[config.mk]
export PLATFORM = sky130hd
export DESIGN_NAME = sonar_obstacle_qualifier_and_scan
export DESIGN_NICKNAME = d
export VERILOG_FILES = /design/src/rtl/core/sobq_pkg.sv /design/src/rtl/core/sobq_cfg.sv /design/src/rtl/core/sobq_step.sv /design/src/rtl/core/sonar_obstacle_qualifier_and_scan.sv
export SDC_FILE = /design/constraint.sdc
export NUM_CORES = 1
export LEC_CHECK = 0
export ABC_AREA = 1
export BUFFER_PORTS_ARGS = -buffer_cell sky130_fd_sc_hd__buf_4
export CAP_MARGIN = 5
export CORE_UTILIZATION = 50
export DETAILED_ROUTE_END_ITERATION = 8
export PLACE_DENSITY_LB_ADDON = 0.25
export SLEW_MARGIN = 20
export SYNTH_ARGS = -nofsm -noshare
export SYNTH_HDL_FRONTEND = slang
export SYNTH_SLANG_ARGS = --single-unit
export TNS_END_PERCENT = 50
[constraint.sdc]
create_clock -name clk -period 4.9 [get_ports clk]
set_clock_uncertainty 0.05 [all_clocks]
set_input_delay 0.245 -clock clk [delete_from_list [all_inputs] [get_ports clk]]
set_output_delay 0.245 -clock clk [all_outputs]
set_load 0.02 [all_outputs]
[src/rtl/core/sobq_pkg.sv]
// Shared types and codes for the sonar obstacle qualifier and scan block.
// No dependencies.
package sobq_pkg;

  localparam int CONFIRM_RUN_DEF = 3;
  localparam int RANGE_BITS_DEF  = 16;

  localparam int RANGE_W = 16;
  localparam int SUM_W   = 24;
  localparam int ANGLE_W = 8;
  localparam int STEP_W  = 7;
  localparam int CFG_IDX_W = 3;
  localparam int CFG_DATA_W = 16;

  localparam logic [SUM_W-1:0] SUM_MAX = {SUM_W{1'b1}};

  typedef enum logic [1:0] {
    CMD_SAMPLE = 2'd0,
    CMD_SCAN   = 2'd1,
    CMD_PING   = 2'd2
  } cmd_t;

  typedef enum logic [2:0] {
    EV_NONE    = 3'd0,
    EV_DANGER  = 3'd1,
    EV_DETECT  = 3'd2,
    EV_CLEAR   = 3'd3,
    EV_SCAN    = 3'd4
  } event_t;

  typedef enum logic [1:0] {
    ZONE_CLEAR  = 2'd0,
    ZONE_DANGER = 2'd1,
    ZONE_DETECT = 2'd2
  } zone_t;

  typedef enum logic [CFG_IDX_W-1:0] {
    REG_DANGER_LIMIT = 3'd0,
    REG_DETECT_LIMIT = 3'd1,
    REG_START_ANGLE  = 3'd2,
    REG_SWEEP_STEP   = 3'd3,
    REG_STOP_ANGLE   = 3'd4
  } reg_idx_t;

  localparam logic [ANGLE_W-1:0] ANGLE_POS90 = 8'd90;
  localparam logic [ANGLE_W-1:0] ANGLE_NEG90 = 8'hA6;

  typedef struct packed {
    logic [RANGE_W-1:0] danger_limit;
    logic [RANGE_W-1:0] detect_limit;
    logic [ANGLE_W-1:0] sweep_start_angle;
    logic [STEP_W-1:0]  sweep_step;
    logic [STEP_W-1:0]  sweep_stop_angle;
  } cfg_t;

  typedef struct packed {
    logic [2:0]         event_code;
    logic [RANGE_W-1:0] event_range;
    logic [SUM_W-1:0]   left_sum;
    logic [SUM_W-1:0]   right_sum;
    logic [RANGE_W-1:0] left_best_range;
    logic [ANGLE_W-1:0] left_best_angle;
    logic [RANGE_W-1:0] right_best_range;
    logic [ANGLE_W-1:0] right_best_angle;
    logic [ANGLE_W-1:0] aim_angle;
  } result_t;

endpackage

[src/rtl/core/sobq_cfg.sv]
// Configuration register file: zone limits and sweep geometry.
// Depends on sobq_pkg.
module sobq_cfg
  import sobq_pkg::*;
(
  input  logic                  clk,
  input  logic                  rst,
  input  logic                  wr_en,
  input  logic [CFG_IDX_W-1:0]  wr_index,
  input  logic [CFG_DATA_W-1:0] wr_data,
  output cfg_t                  cfg
);

  always_ff @(posedge clk) begin
    if (rst) begin
      cfg.danger_limit      <= 16'd30;
      cfg.detect_limit      <= 16'd60;
      cfg.sweep_start_angle <= ANGLE_NEG90;
      cfg.sweep_step        <= 7'd15;
      cfg.sweep_stop_angle  <= 7'd90;
    end else if (wr_en) begin
      unique case (wr_index)
        REG_DANGER_LIMIT: cfg.danger_limit      <= wr_data;
        REG_DETECT_LIMIT: cfg.detect_limit      <= wr_data;
        REG_START_ANGLE:  cfg.sweep_start_angle <= wr_data[ANGLE_W-1:0];
        REG_SWEEP_STEP:   cfg.sweep_step        <= wr_data[STEP_W-1:0];
        REG_STOP_ANGLE:   cfg.sweep_stop_angle  <= wr_data[STEP_W-1:0];
        default: ;
      endcase
    end
  end

endmodule

[src/rtl/core/sobq_step.sv]
// Per-item state update: zone qualification in ping-ahead mode and
// sweep accumulation in scan mode. Depends on sobq_pkg.
module sobq_step
  import sobq_pkg::*;
#(
  parameter int CONFIRM_RUN = CONFIRM_RUN_DEF,
  parameter int RANGE_BITS  = RANGE_BITS_DEF
) (
  input  logic               clk,
  input  logic               rst,
  input  logic               en,
  input  logic [1:0]         cmd,
  input  logic               sample_ok,
  input  logic [RANGE_W-1:0] range_value,
  input  cfg_t               cfg,
  output result_t            res
);

  localparam logic [RANGE_W-1:0] RANGE_MASK = RANGE_W'((32'd1 << RANGE_BITS) - 32'd1);

  logic                      scan_on, scan_on_next;
  zone_t                     zone, zone_next;
  logic [1:0]                clear_run, clear_run_next;
  logic [1:0]                detect_run, detect_run_next;
  logic signed [ANGLE_W-1:0] sweep_angle, sweep_angle_next;
  logic [SUM_W-1:0]          left_total, left_total_next;
  logic [SUM_W-1:0]          right_total, right_total_next;
  logic [RANGE_W-1:0]        left_peak, left_peak_next;
  logic signed [ANGLE_W-1:0] left_peak_angle, left_peak_angle_next;
  logic [RANGE_W-1:0]        right_peak, right_peak_next;
  logic signed [ANGLE_W-1:0] right_peak_angle, right_peak_angle_next;

  logic [RANGE_W-1:0]        rng;
  logic [1:0]                clear_bump, detect_bump;
  logic [SUM_W:0]            left_add, right_add;
  logic signed [ANGLE_W:0]   angle_sum;
  logic [ANGLE_W:0]          angle_mag;
  logic                      done;
  logic [2:0]                ev;
  logic [RANGE_W-1:0]        ev_range;

  assign rng         = range_value & RANGE_MASK;
  assign clear_bump  = (clear_run == 2'd3) ? 2'd3 : clear_run + 2'd1;
  assign detect_bump = (detect_run == 2'd3) ? 2'd3 : detect_run + 2'd1;
  assign left_add    = {1'b0, left_total} + (SUM_W+1)'(rng);
  assign right_add   = {1'b0, right_total} + (SUM_W+1)'(rng);
  assign angle_sum   = {sweep_angle[ANGLE_W-1], sweep_angle}
                     + $signed({2'b00, cfg.sweep_step});
  assign angle_mag   = angle_sum[ANGLE_W] ? (ANGLE_W+1)'(0) - angle_sum : angle_sum;

  always_comb begin
    scan_on_next          = scan_on;
    zone_next             = zone;
    clear_run_next        = clear_run;
    detect_run_next       = detect_run;
    sweep_angle_next      = sweep_angle;
    left_total_next       = left_total;
    right_total_next      = right_total;
    left_peak_next        = left_peak;
    left_peak_angle_next  = left_peak_angle;
    right_peak_next       = right_peak;
    right_peak_angle_next = right_peak_angle;
    done                  = 1'b0;
    ev                    = EV_NONE;
    ev_range              = '0;

    case (cmd)
      CMD_SCAN: begin
        scan_on_next          = 1'b1;
        left_total_next       = '0;
        right_total_next      = '0;
        left_peak_next        = '0;
        left_peak_angle_next  = ANGLE_POS90;
        right_peak_next       = '0;
        right_peak_angle_next = ANGLE_NEG90;
        sweep_angle_next      = cfg.sweep_start_angle;
      end
      CMD_PING: begin
        scan_on_next    = 1'b0;
        zone_next       = ZONE_CLEAR;
        clear_run_next  = '0;
        detect_run_next = '0;
      end
      CMD_SAMPLE: begin
        if (sample_ok && !scan_on) begin
          if (rng <= cfg.danger_limit) begin
            clear_run_next  = '0;
            detect_run_next = '0;
            if (zone != ZONE_DANGER) begin
              zone_next = ZONE_DANGER;
              ev        = EV_DANGER;
              ev_range  = rng;
            end
          end else if (rng <= cfg.detect_limit) begin
            clear_run_next = '0;
            if (zone != ZONE_DETECT) begin
              detect_run_next = detect_bump;
              if (32'(detect_bump) >= CONFIRM_RUN) begin
                zone_next = ZONE_DETECT;
                ev        = EV_DETECT;
                ev_range  = rng;
              end
            end
          end else begin
            detect_run_next = '0;
            if (zone != ZONE_CLEAR) begin
              clear_run_next = clear_bump;
              if (32'(clear_bump) >= CONFIRM_RUN) begin
                zone_next = ZONE_CLEAR;
                ev        = EV_CLEAR;
                ev_range  = rng;
              end
            end
          end
        end else if (sample_ok) begin
          // Positive angles are the left side; exactly zero touches neither.
          if (sweep_angle > 0) begin
            left_total_next = left_add[SUM_W] ? SUM_MAX : left_add[SUM_W-1:0];
            if (rng > left_peak || (rng == left_peak && sweep_angle < left_peak_angle)) begin
              left_peak_next       = rng;
              left_peak_angle_next = sweep_angle;
            end
          end else if (sweep_angle < 0) begin
            right_total_next = right_add[SUM_W] ? SUM_MAX : right_add[SUM_W-1:0];
            if (rng > right_peak || (rng == right_peak && sweep_angle > right_peak_angle)) begin
              right_peak_next       = rng;
              right_peak_angle_next = sweep_angle;
            end
          end
          if (angle_mag > {2'b00, cfg.sweep_stop_angle}) begin
            done            = 1'b1;
            ev              = EV_SCAN;
            scan_on_next    = 1'b0;
            zone_next       = ZONE_CLEAR;
            clear_run_next  = '0;
            detect_run_next = '0;
          end else begin
            sweep_angle_next = angle_sum[ANGLE_W-1:0];
          end
        end
      end
      default: ;
    endcase
  end

  always_comb begin
    res.event_code       = ev;
    res.event_range      = ev_range;
    res.left_sum         = done ? left_total_next : '0;
    res.right_sum        = done ? right_total_next : '0;
    res.left_best_range  = done ? left_peak_next : '0;
    res.left_best_angle  = done ? left_peak_angle_next : '0;
    res.right_best_range = done ? right_peak_next : '0;
    res.right_best_angle = done ? right_peak_angle_next : '0;
    res.aim_angle        = scan_on_next ? sweep_angle_next : '0;
  end

  always_ff @(posedge clk) begin
    if (rst) begin
      scan_on          <= 1'b0;
      zone             <= ZONE_CLEAR;
      clear_run        <= '0;
      detect_run       <= '0;
      sweep_angle      <= '0;
      left_total       <= '0;
      right_total      <= '0;
      left_peak        <= '0;
      left_peak_angle  <= ANGLE_POS90;
      right_peak       <= '0;
      right_peak_angle <= ANGLE_NEG90;
    end else if (en) begin
      scan_on          <= scan_on_next;
      zone             <= zone_next;
      clear_run        <= clear_run_next;
      detect_run       <= detect_run_next;
      sweep_angle      <= sweep_angle_next;
      left_total       <= left_total_next;
      right_total      <= right_total_next;
      left_peak        <= left_peak_next;
      left_peak_angle  <= left_peak_angle_next;
      right_peak       <= right_peak_next;
      right_peak_angle <= right_peak_angle_next;
    end
  end

endmodule

[src/rtl/core/sonar_obstacle_qualifier_and_scan.sv]
// Sonar obstacle qualifier and scan sweep, top level.
// Path: item transfer into the input register, then the combinational state update
// between the two registers writes the result register.
// Throughput: one item per cycle unless result_ready is low while a result is held.
// Reset (rst, synchronous): both stages empty, ping-ahead mode, clear zone,
// configuration back to its defaults. Depends on sobq_pkg, sobq_cfg, sobq_step.
module sonar_obstacle_qualifier_and_scan
  import sobq_pkg::*;
#(
  parameter int CONFIRM_RUN = CONFIRM_RUN_DEF,
  parameter int RANGE_BITS  = RANGE_BITS_DEF
) (
  input  logic                         clk,
  input  logic                         rst,
  input  logic                         cfg_valid,
  output logic                         cfg_ready,
  input  logic [CFG_IDX_W-1:0]         cfg_index,
  input  logic [CFG_DATA_W-1:0]        cfg_data,
  input  logic                         item_valid,
  output logic                         item_ready,
  input  logic [1:0]                   cmd,
  input  logic                         sample_ok,
  input  logic [RANGE_W-1:0]           range_value,
  output logic                         result_valid,
  input  logic                         result_ready,
  output logic [2:0]                   event_code,
  output logic [RANGE_W-1:0]           event_range,
  output logic [SUM_W-1:0]             left_sum,
  output logic [SUM_W-1:0]             right_sum,
  output logic [RANGE_W-1:0]           left_best_range,
  output logic signed [ANGLE_W-1:0]    left_best_angle,
  output logic [RANGE_W-1:0]           right_best_range,
  output logic signed [ANGLE_W-1:0]    right_best_angle,
  output logic signed [ANGLE_W-1:0]    aim_angle
);

  cfg_t               cfg;
  result_t            res_comb;
  result_t            res;
  logic               stage_valid;
  logic [1:0]         stage_cmd;
  logic               stage_ok;
  logic [RANGE_W-1:0] stage_range;
  logic               advance;

  assign cfg_ready  = 1'b1;
  assign advance    = stage_valid && (!result_valid || result_ready);
  assign item_ready = !stage_valid || advance;

  sobq_cfg u_cfg (
    .clk      (clk),
    .rst      (rst),
    .wr_en    (cfg_valid),
    .wr_index (cfg_index),
    .wr_data  (cfg_data),
    .cfg      (cfg)
  );

  sobq_step #(
    .CONFIRM_RUN (CONFIRM_RUN),
    .RANGE_BITS  (RANGE_BITS)
  ) u_step (
    .clk         (clk),
    .rst         (rst),
    .en          (advance),
    .cmd         (stage_cmd),
    .sample_ok   (stage_ok),
    .range_value (stage_range),
    .cfg         (cfg),
    .res         (res_comb)
  );

  // Input register: load on transfer, empty when the item moves on.
  always_ff @(posedge clk) begin
    if (rst) begin
      stage_valid <= 1'b0;
    end else if (item_valid && item_ready) begin
      stage_valid <= 1'b1;
    end else if (advance) begin
      stage_valid <= 1'b0;
    end
  end

  always_ff @(posedge clk) begin
    if (item_valid && item_ready) begin
      stage_cmd   <= cmd;
      stage_ok    <= sample_ok;
      stage_range <= range_value;
    end
  end

  // Result register: hold until taken.
  always_ff @(posedge clk) begin
    if (rst) begin
      result_valid <= 1'b0;
    end else if (advance) begin
      result_valid <= 1'b1;
    end else if (result_ready) begin
      result_valid <= 1'b0;
    end
  end

  always_ff @(posedge clk) begin
    if (advance) begin
      res <= res_comb;
    end
  end

  assign event_code       = res.event_code;
  assign event_range      = res.event_range;
  assign left_sum         = res.left_sum;
  assign right_sum        = res.right_sum;
  assign left_best_range  = res.left_best_range;
  assign left_best_angle  = $signed(res.left_best_angle);
  assign right_best_range = res.right_best_range;
  assign right_best_angle = $signed(res.right_best_angle);
  assign aim_angle        = $signed(res.aim_angle);

endmodule
* After elaboration in Yosys (flattened, before gate mapping)
Index checks and enable logic that the tools add are counted.
** Storage, ports and cells
- Register bits after elaboration :: 309
- Latch bits :: 0
- Memory bits (writable) :: 0
- Memory bits (read-only) :: 0
- Bits of input ports :: 43
- Output and inout bits :: 126
- Logic and storage cells :: 183
- Memories :: 0
** Operators by class
- $add $sub $neg :: 6
- Multiply operators :: 0
- Div/mod/pow operators :: 0
- $lt $le $gt $ge :: 11
- Eq/ne operators :: 19
- Shift operators :: 0
- Multiplexer cells :: 90
- Bitwise operators :: 0
- Reduce and logical (&&, ||, !) cells :: 27
** Operators by type and width (number)
- $mux W16 :: 16
- $mux W24 :: 9
- $mux W8 :: 12
- $pmux W24 S2 :: 2
- $pmux W16 S2 :: 2
- $add A24 B16 Y25 :: 2
- $pmux W8 S2 :: 3
- $mux W2 :: 22
- $eq A16 B16 Y1 :: 2
- $gt A16 B16 Y1 :: 2
- $le A16 B16 Y1 :: 2
- $mux W3 :: 7
- $ne A5 B5 Y1 const B :: 4
- $mux W1 :: 12
- $pmux W2 S2 :: 3
- $reduce_and A2 Y1 :: 6
- $reduce_and A5 Y1 :: 2
- $add A8 B8 Y9 :: 1
- $gt A9 B7 Y1 :: 1
- $mux W9 :: 1
- $reduce_and A9 Y1 :: 1
- $sub A1 B9 Y9 const A :: 1
- $gt A8 B1 Y1 const B :: 1
- $gt A8 B8 Y1 :: 1
- other kinds (21) :: 38

* Logic depth before layout (Yosys ltp)
- Depth in word-level cells :: 9
- Depth in mapped cells :: 28
- Gate-level depth less buffers :: 27

* By module
From an unflattened synthesis, not the netlist that was laid out.
** Unflattened totals
- Cells, all modules :: 2701
- Area, all modules :: 19469.9 um2
** Modules (own cells, without submodules)
- sobq_step :: times used 1, cells an instance 2241, area each 12954.9 um2, sequential area each 2222.1 um2
- sonar_obstacle_qualifier_and_scan :: times used 1, cells an instance 156, area each 4366.7 um2, sequential area each 4304.1 um2
- sobq_cfg :: times used 1, cells an instance 304, area each 2148.3 um2, sequential area each 1081.0 um2

* Worst setup path before layout
Ideal clock, no wire load.
- Path type :: reg-to-reg
- From :: register result_valid
- To :: register res, in the netlist aim_angle[0] (enable)
- Library setup time :: 0.535 ns
- Data arrival time :: 4.555 ns
- Required time :: 4.315 ns
- Path slack :: -0.240 ns
- Cell stages (with the launch flop) :: 6
- Buffers on the path :: 2
- Period minus slack after synthesis :: 5.140 ns
- Cell sequence :: dfxtp_1 > nand2_1 > nand2_1 > inv_1 > clkbuf_1 > clkbuf_1
** Between the ends
- Longest elaborated chain between the ends :: 3
** Ends and longest elaborated chain
- from (decl) :: RTL line sonar_obstacle_qualifier_and_scan.sv:24 : output logic result_valid,
- from (signal assigned) :: RTL line sonar_obstacle_qualifier_and_scan.sv:95 : result_valid <= 1'b0;
- from (signal assigned) :: RTL line sonar_obstacle_qualifier_and_scan.sv:97 : result_valid <= 1'b1;
- from (signal assigned) :: RTL line sonar_obstacle_qualifier_and_scan.sv:99 : result_valid <= 1'b0;
- $logic_not A1 Y1 :: RTL line sonar_obstacle_qualifier_and_scan.sv:47 : assign advance = stage_valid && (!result_valid || result_ready);
- $logic_or A1 B1 Y1 :: RTL line sonar_obstacle_qualifier_and_scan.sv:47
- $logic_and A1 B1 Y1 :: RTL line sonar_obstacle_qualifier_and_scan.sv:47
- via advance :: RTL line sonar_obstacle_qualifier_and_scan.sv:44 : logic advance;
- to (signal assigned) :: RTL line sonar_obstacle_qualifier_and_scan.sv:105 : res <= res_comb;
- to (decl) :: RTL line sonar_obstacle_qualifier_and_scan.sv:39 : result_t res;
The timed path passes the listed nets, and every way through them passes these cells.
A chain may end at the register's enable or synchronous reset.

* Final worst setup path
- From :: register u_cfg.cfg[7] (netlist name)
- To :: register res, in the netlist left_best_angle[7] (data pin)
** Between the ends
- Longest elaborated chain between the ends :: 8
** Ends and longest elaborated chain
- $add A8 B8 Y9 (*) :: RTL line sobq_step.sv:48 : + $signed({2'b00, cfg.sweep_step});
- $sub A1 B9 Y9 :: RTL line sobq_step.sv:49 : assign angle_mag = angle_sum[ANGLE_W] ? (ANGLE_W+1)'(0) - angle_sum : angle_sum;
- $mux W9 (*) :: RTL line sobq_step.sv:49
- $gt A9 B7 Y1 (*) :: RTL line sobq_step.sv:130 : if (angle_mag > {2'b00, cfg.sweep_stop_angle}) begin
- $mux W1 (*) :: RTL line sobq_step.sv:130
- $mux W1 (*) :: RTL line sobq_step.sv:115 : end else if (sample_ok) begin
- $mux W1 (*) :: RTL line sobq_step.sv:85 : if (sample_ok && !scan_on) begin
- $mux W1 (*) :: RTL line sobq_step.sv:67 : case (cmd)
Mark *: on every way between the ends. The rest lies on a longest branch, timed or not.

==> impl_metrics.yaml <==
outcome:
  outcome: "finished clean"
floorplan:
  die-height_um: 196.4
  die_width_um: 196.4
  die_area_um2: 38560
  core_um2: 36870
  core.rowCount: 70
  initial_core_util_pct: 51.22
  io_pins: 169
sta:
  max_freq_mhz: 241.8
  fin_tns_setup_ns: 0
  rsz0062_at_grt: "false"
  finalMaxSlewViolations: 0
  finalHoldViolCount: 0
  tightestPinTransition_ns: 1.025
  setup_viol: 0
  relSlewSlack_pct: 31.68
  finalCriticalPeriod_ns: 4.135
  fin_crit_sh_pct: 84.39
setup_path:
  worstPathArrival_ns: 4.46
  cp_cell_sequence: "ha_1 -> fa_1 -> nand3_1 -> nand2_1 -> nand2_1 -> nand2_2 -> nor2_4 -> nand2_1 -> xor2_1 -> inv_1 -> ha_1 -> nand2_1 -> inv_1 -> nand3b_1 -> nand3_1 -> nand2_1 -> nand3b_1 -> nand2_1 -> nand2_1 -> inv_2 -> nand2_1 -> nand3_4 -> buf_4 -> nor3_1"
  critPathMaxStageDelay_ns: 0.46
  rrSetupSlack_ns: 0.76
  worstReg2RegStart: "u_cfg.cfg[7]"
  start_kind: "register"
  worstSetupPathType: "reg2reg"
  worstSetupEndpointType: "register"
  crit_slowest_cell: "fa_1"
  ff2ff_path_depth: 24
  cpMostUsedCell: "nand2_1"
  path_max_fanout: 28
  crit_required_ns: 5.23
  r2r_end: "left_best_angle[7]"
worst_hold_path:
  min-delay-start: "item_valid"
  hold_class: "in2reg"
  min_delay_path_depth: 3
  holdPathEnd: "stage_valid"
cells_and_area:
  insertedDiodeCount: 0
  mostFrequentLayoutCells: "595 x nand2_1, 378 x inv_1, 300 x a21oi_1"
  mostFrequentLayoutCell: "nand2_1"
  synthToLayoutAreaGrowth_pct: 16.91
  fillers: 3398
  drive_gt1_share_pct: 10.84
  nets: 2885
pwr:
  peakVddDrop_mv: 0.2343
  p_leak_nw: 10.15
  total_power_mw: 6.959
  power_density_nw_per_um2: 315.1
routing:
  wl_um: 58700
  vias: 18108
  dr.first_iter.drc_count: 1428
  drtAntennaViolNets: 0
  wl_per_cell_um: 18.09
  drt_pre_antenna_iters: 5
  vias_per_cell: 5.580
  post-route-drc-count: 0
clock_tree:
  clock-sinks: 309
  htreeDepth: 2
  cts_buffers: 36
  clock_latency_ns: 0.56
  cts_tree: "yes"
  clockRootBuffer: "clkbuf_16"
  path_clk_slew_ns: 0.06
  postCtsResizedCells: 0
  clock_path_buffers: 3
job:
  maxCapViolCount: 0
global_route:
  grt_antenna_before_repair: 0
  grt_max_degree: 108
  grt_pass1_vias: 17028
  grt_pass1_wl_um: 92250
  track_usage_pct: 30.56
  grt-ovfl-total: 0
synthesis:
  yosysTopAreaCellShare_pct: 22.58
  yosysTopAreaCell: "edfxtp_1"
  syn-mean-instance-area_um2: 7.407
  synthCells: 2550
  yosysUniqueCellTypes: 49
  synth_fp_nets: 2722
  synth_area_um2: 18890
  synth_edf_count: 142
  async_reset_ff_share_pct: 0
  synth_ff_type: "dfxtp_1"
  synthTopCellsByArea: "edfxtp_1 23%, dfxtp_1 18%, nand2_1 12%"
  yosysWarnings: 0
  synth_seq_area_share_pct: 40.28
  ys_ff_latch: 309
placed_design:
  hpwl_um: 40200
  gp_congestion: 0.9488
  io_buffers: 167
Yosys cell counts (all sizes together) (35+ instances only):
library cell	instances
nand2	607
inv	386
a21oi	313
nand3	249
dfxtp	167
nor2	157
edfxtp	142
ha	126
o21ai	96
clkbuf	59
nand4	52
buf	42
nor3	35
per-layer routing:
metal | wire length [um] | global-route usage [%]
met5 | 0 | 0
met4 | 1746 | 10.56
met3 | 4174 | 4.535
met2 | 26770 | 49.55
met1 | 26010 | 41.59
flip-flops by register name, indices dropped and copies added, names as in the netlist, 16 cells and up:
signal / count
u_cfg.cfg: 54
u_step.left_peak: 16
right_sum: 24
u_step.left_total: 24
u_step.right_peak: 16
u_step.right_total: 24
stage_range: 16
event_range: 16
left_sum: 24
right_best_range: 16
left_best_range: 16
per-stage QoR:
step                      util (%)  instances  area, um^2  setup slack (ns)  hold slack [ns]
after floorplan                  -       2550       18890             1.600           0.2939
after global placement       55.65       3143       20520            0.8426           0.3743
after detailed placement     55.65       3143       20520            0.8265           0.3744
after CTS                    59.88       3245       22080            0.7948          0.01468
after global routing         59.88       3245       22080            0.4457          0.03281
final                        59.88       3245       22080            0.7647          0.01578
power breakdown:
part	leakage, nW	switching, mW	internal, mW	total (mW)
sequential	2.73	0.126	2.83	2.95
clock	0.584	1.11	1.65	2.76
combinational	6.83	0.818	0.424	1.24
total	10.1	2.06	4.90	6.96
kinds of logic after synthesis:
kind of cell / synth area share (%)
other cells: 0.01986
simple gates: 25.56
fa+ha+maj: 8.665
flops: 40.28
xor+xnor: 1.252
buf+inv: 10.19
compound gates: 14.03
what timing repair did:
action | in CTS | in global routing
hold buffers | 36 | 0
endpoints found under the setup margin | 0 | 0
hold endpoints to repair | 74 | 0
setup buffers | 0 | 0
critical path, delay by kind of cell (launching register included):
| family | cells | cell delay, ns |
|---|---|---|
| flops | 1 | 0.32 |
| fa+ha+maj | 3 | 1.00 |
| buf+inv | 4 | 0.65 |
| xor+xnor | 1 | 0.13 |
| simple gates | 16 | 1.81 |
layout make-up:
cell class	count	area, um^2	share of cell area [%]
Clock buffer	54	1051	4.760
Clock inverter	12	150.1	0.6800
Inverter	389	1468	6.647
Multi-Input combinational cell	1751	9375	42.46
Sequential cell	309	7607	34.45
Tap cell	504	630.6	2.856
Timing Repair Buffer	226	1799	8.148
worst max-delay path by stage:
stage / from / endpoint / slack (ns) / cells after the start
after floorplan: u_cfg.cfg[7] / aim_angle[0] / 1.60 / 24
after global placement: u_cfg.cfg[7] / left_best_range[9] / 0.84 / 24
after detailed placement: u_cfg.cfg[7] / left_best_range[9] / 0.83 / 24
after CTS: u_cfg.cfg[7] / left_best_angle[7] / 0.79 / 24
after global routing: u_cfg.cfg[7] / left_best_angle[7] / 0.45 / 24
final: u_cfg.cfg[7] / left_best_angle[7] / 0.76 / 24
Note: power is estimated with default switching activity, not from simulation.
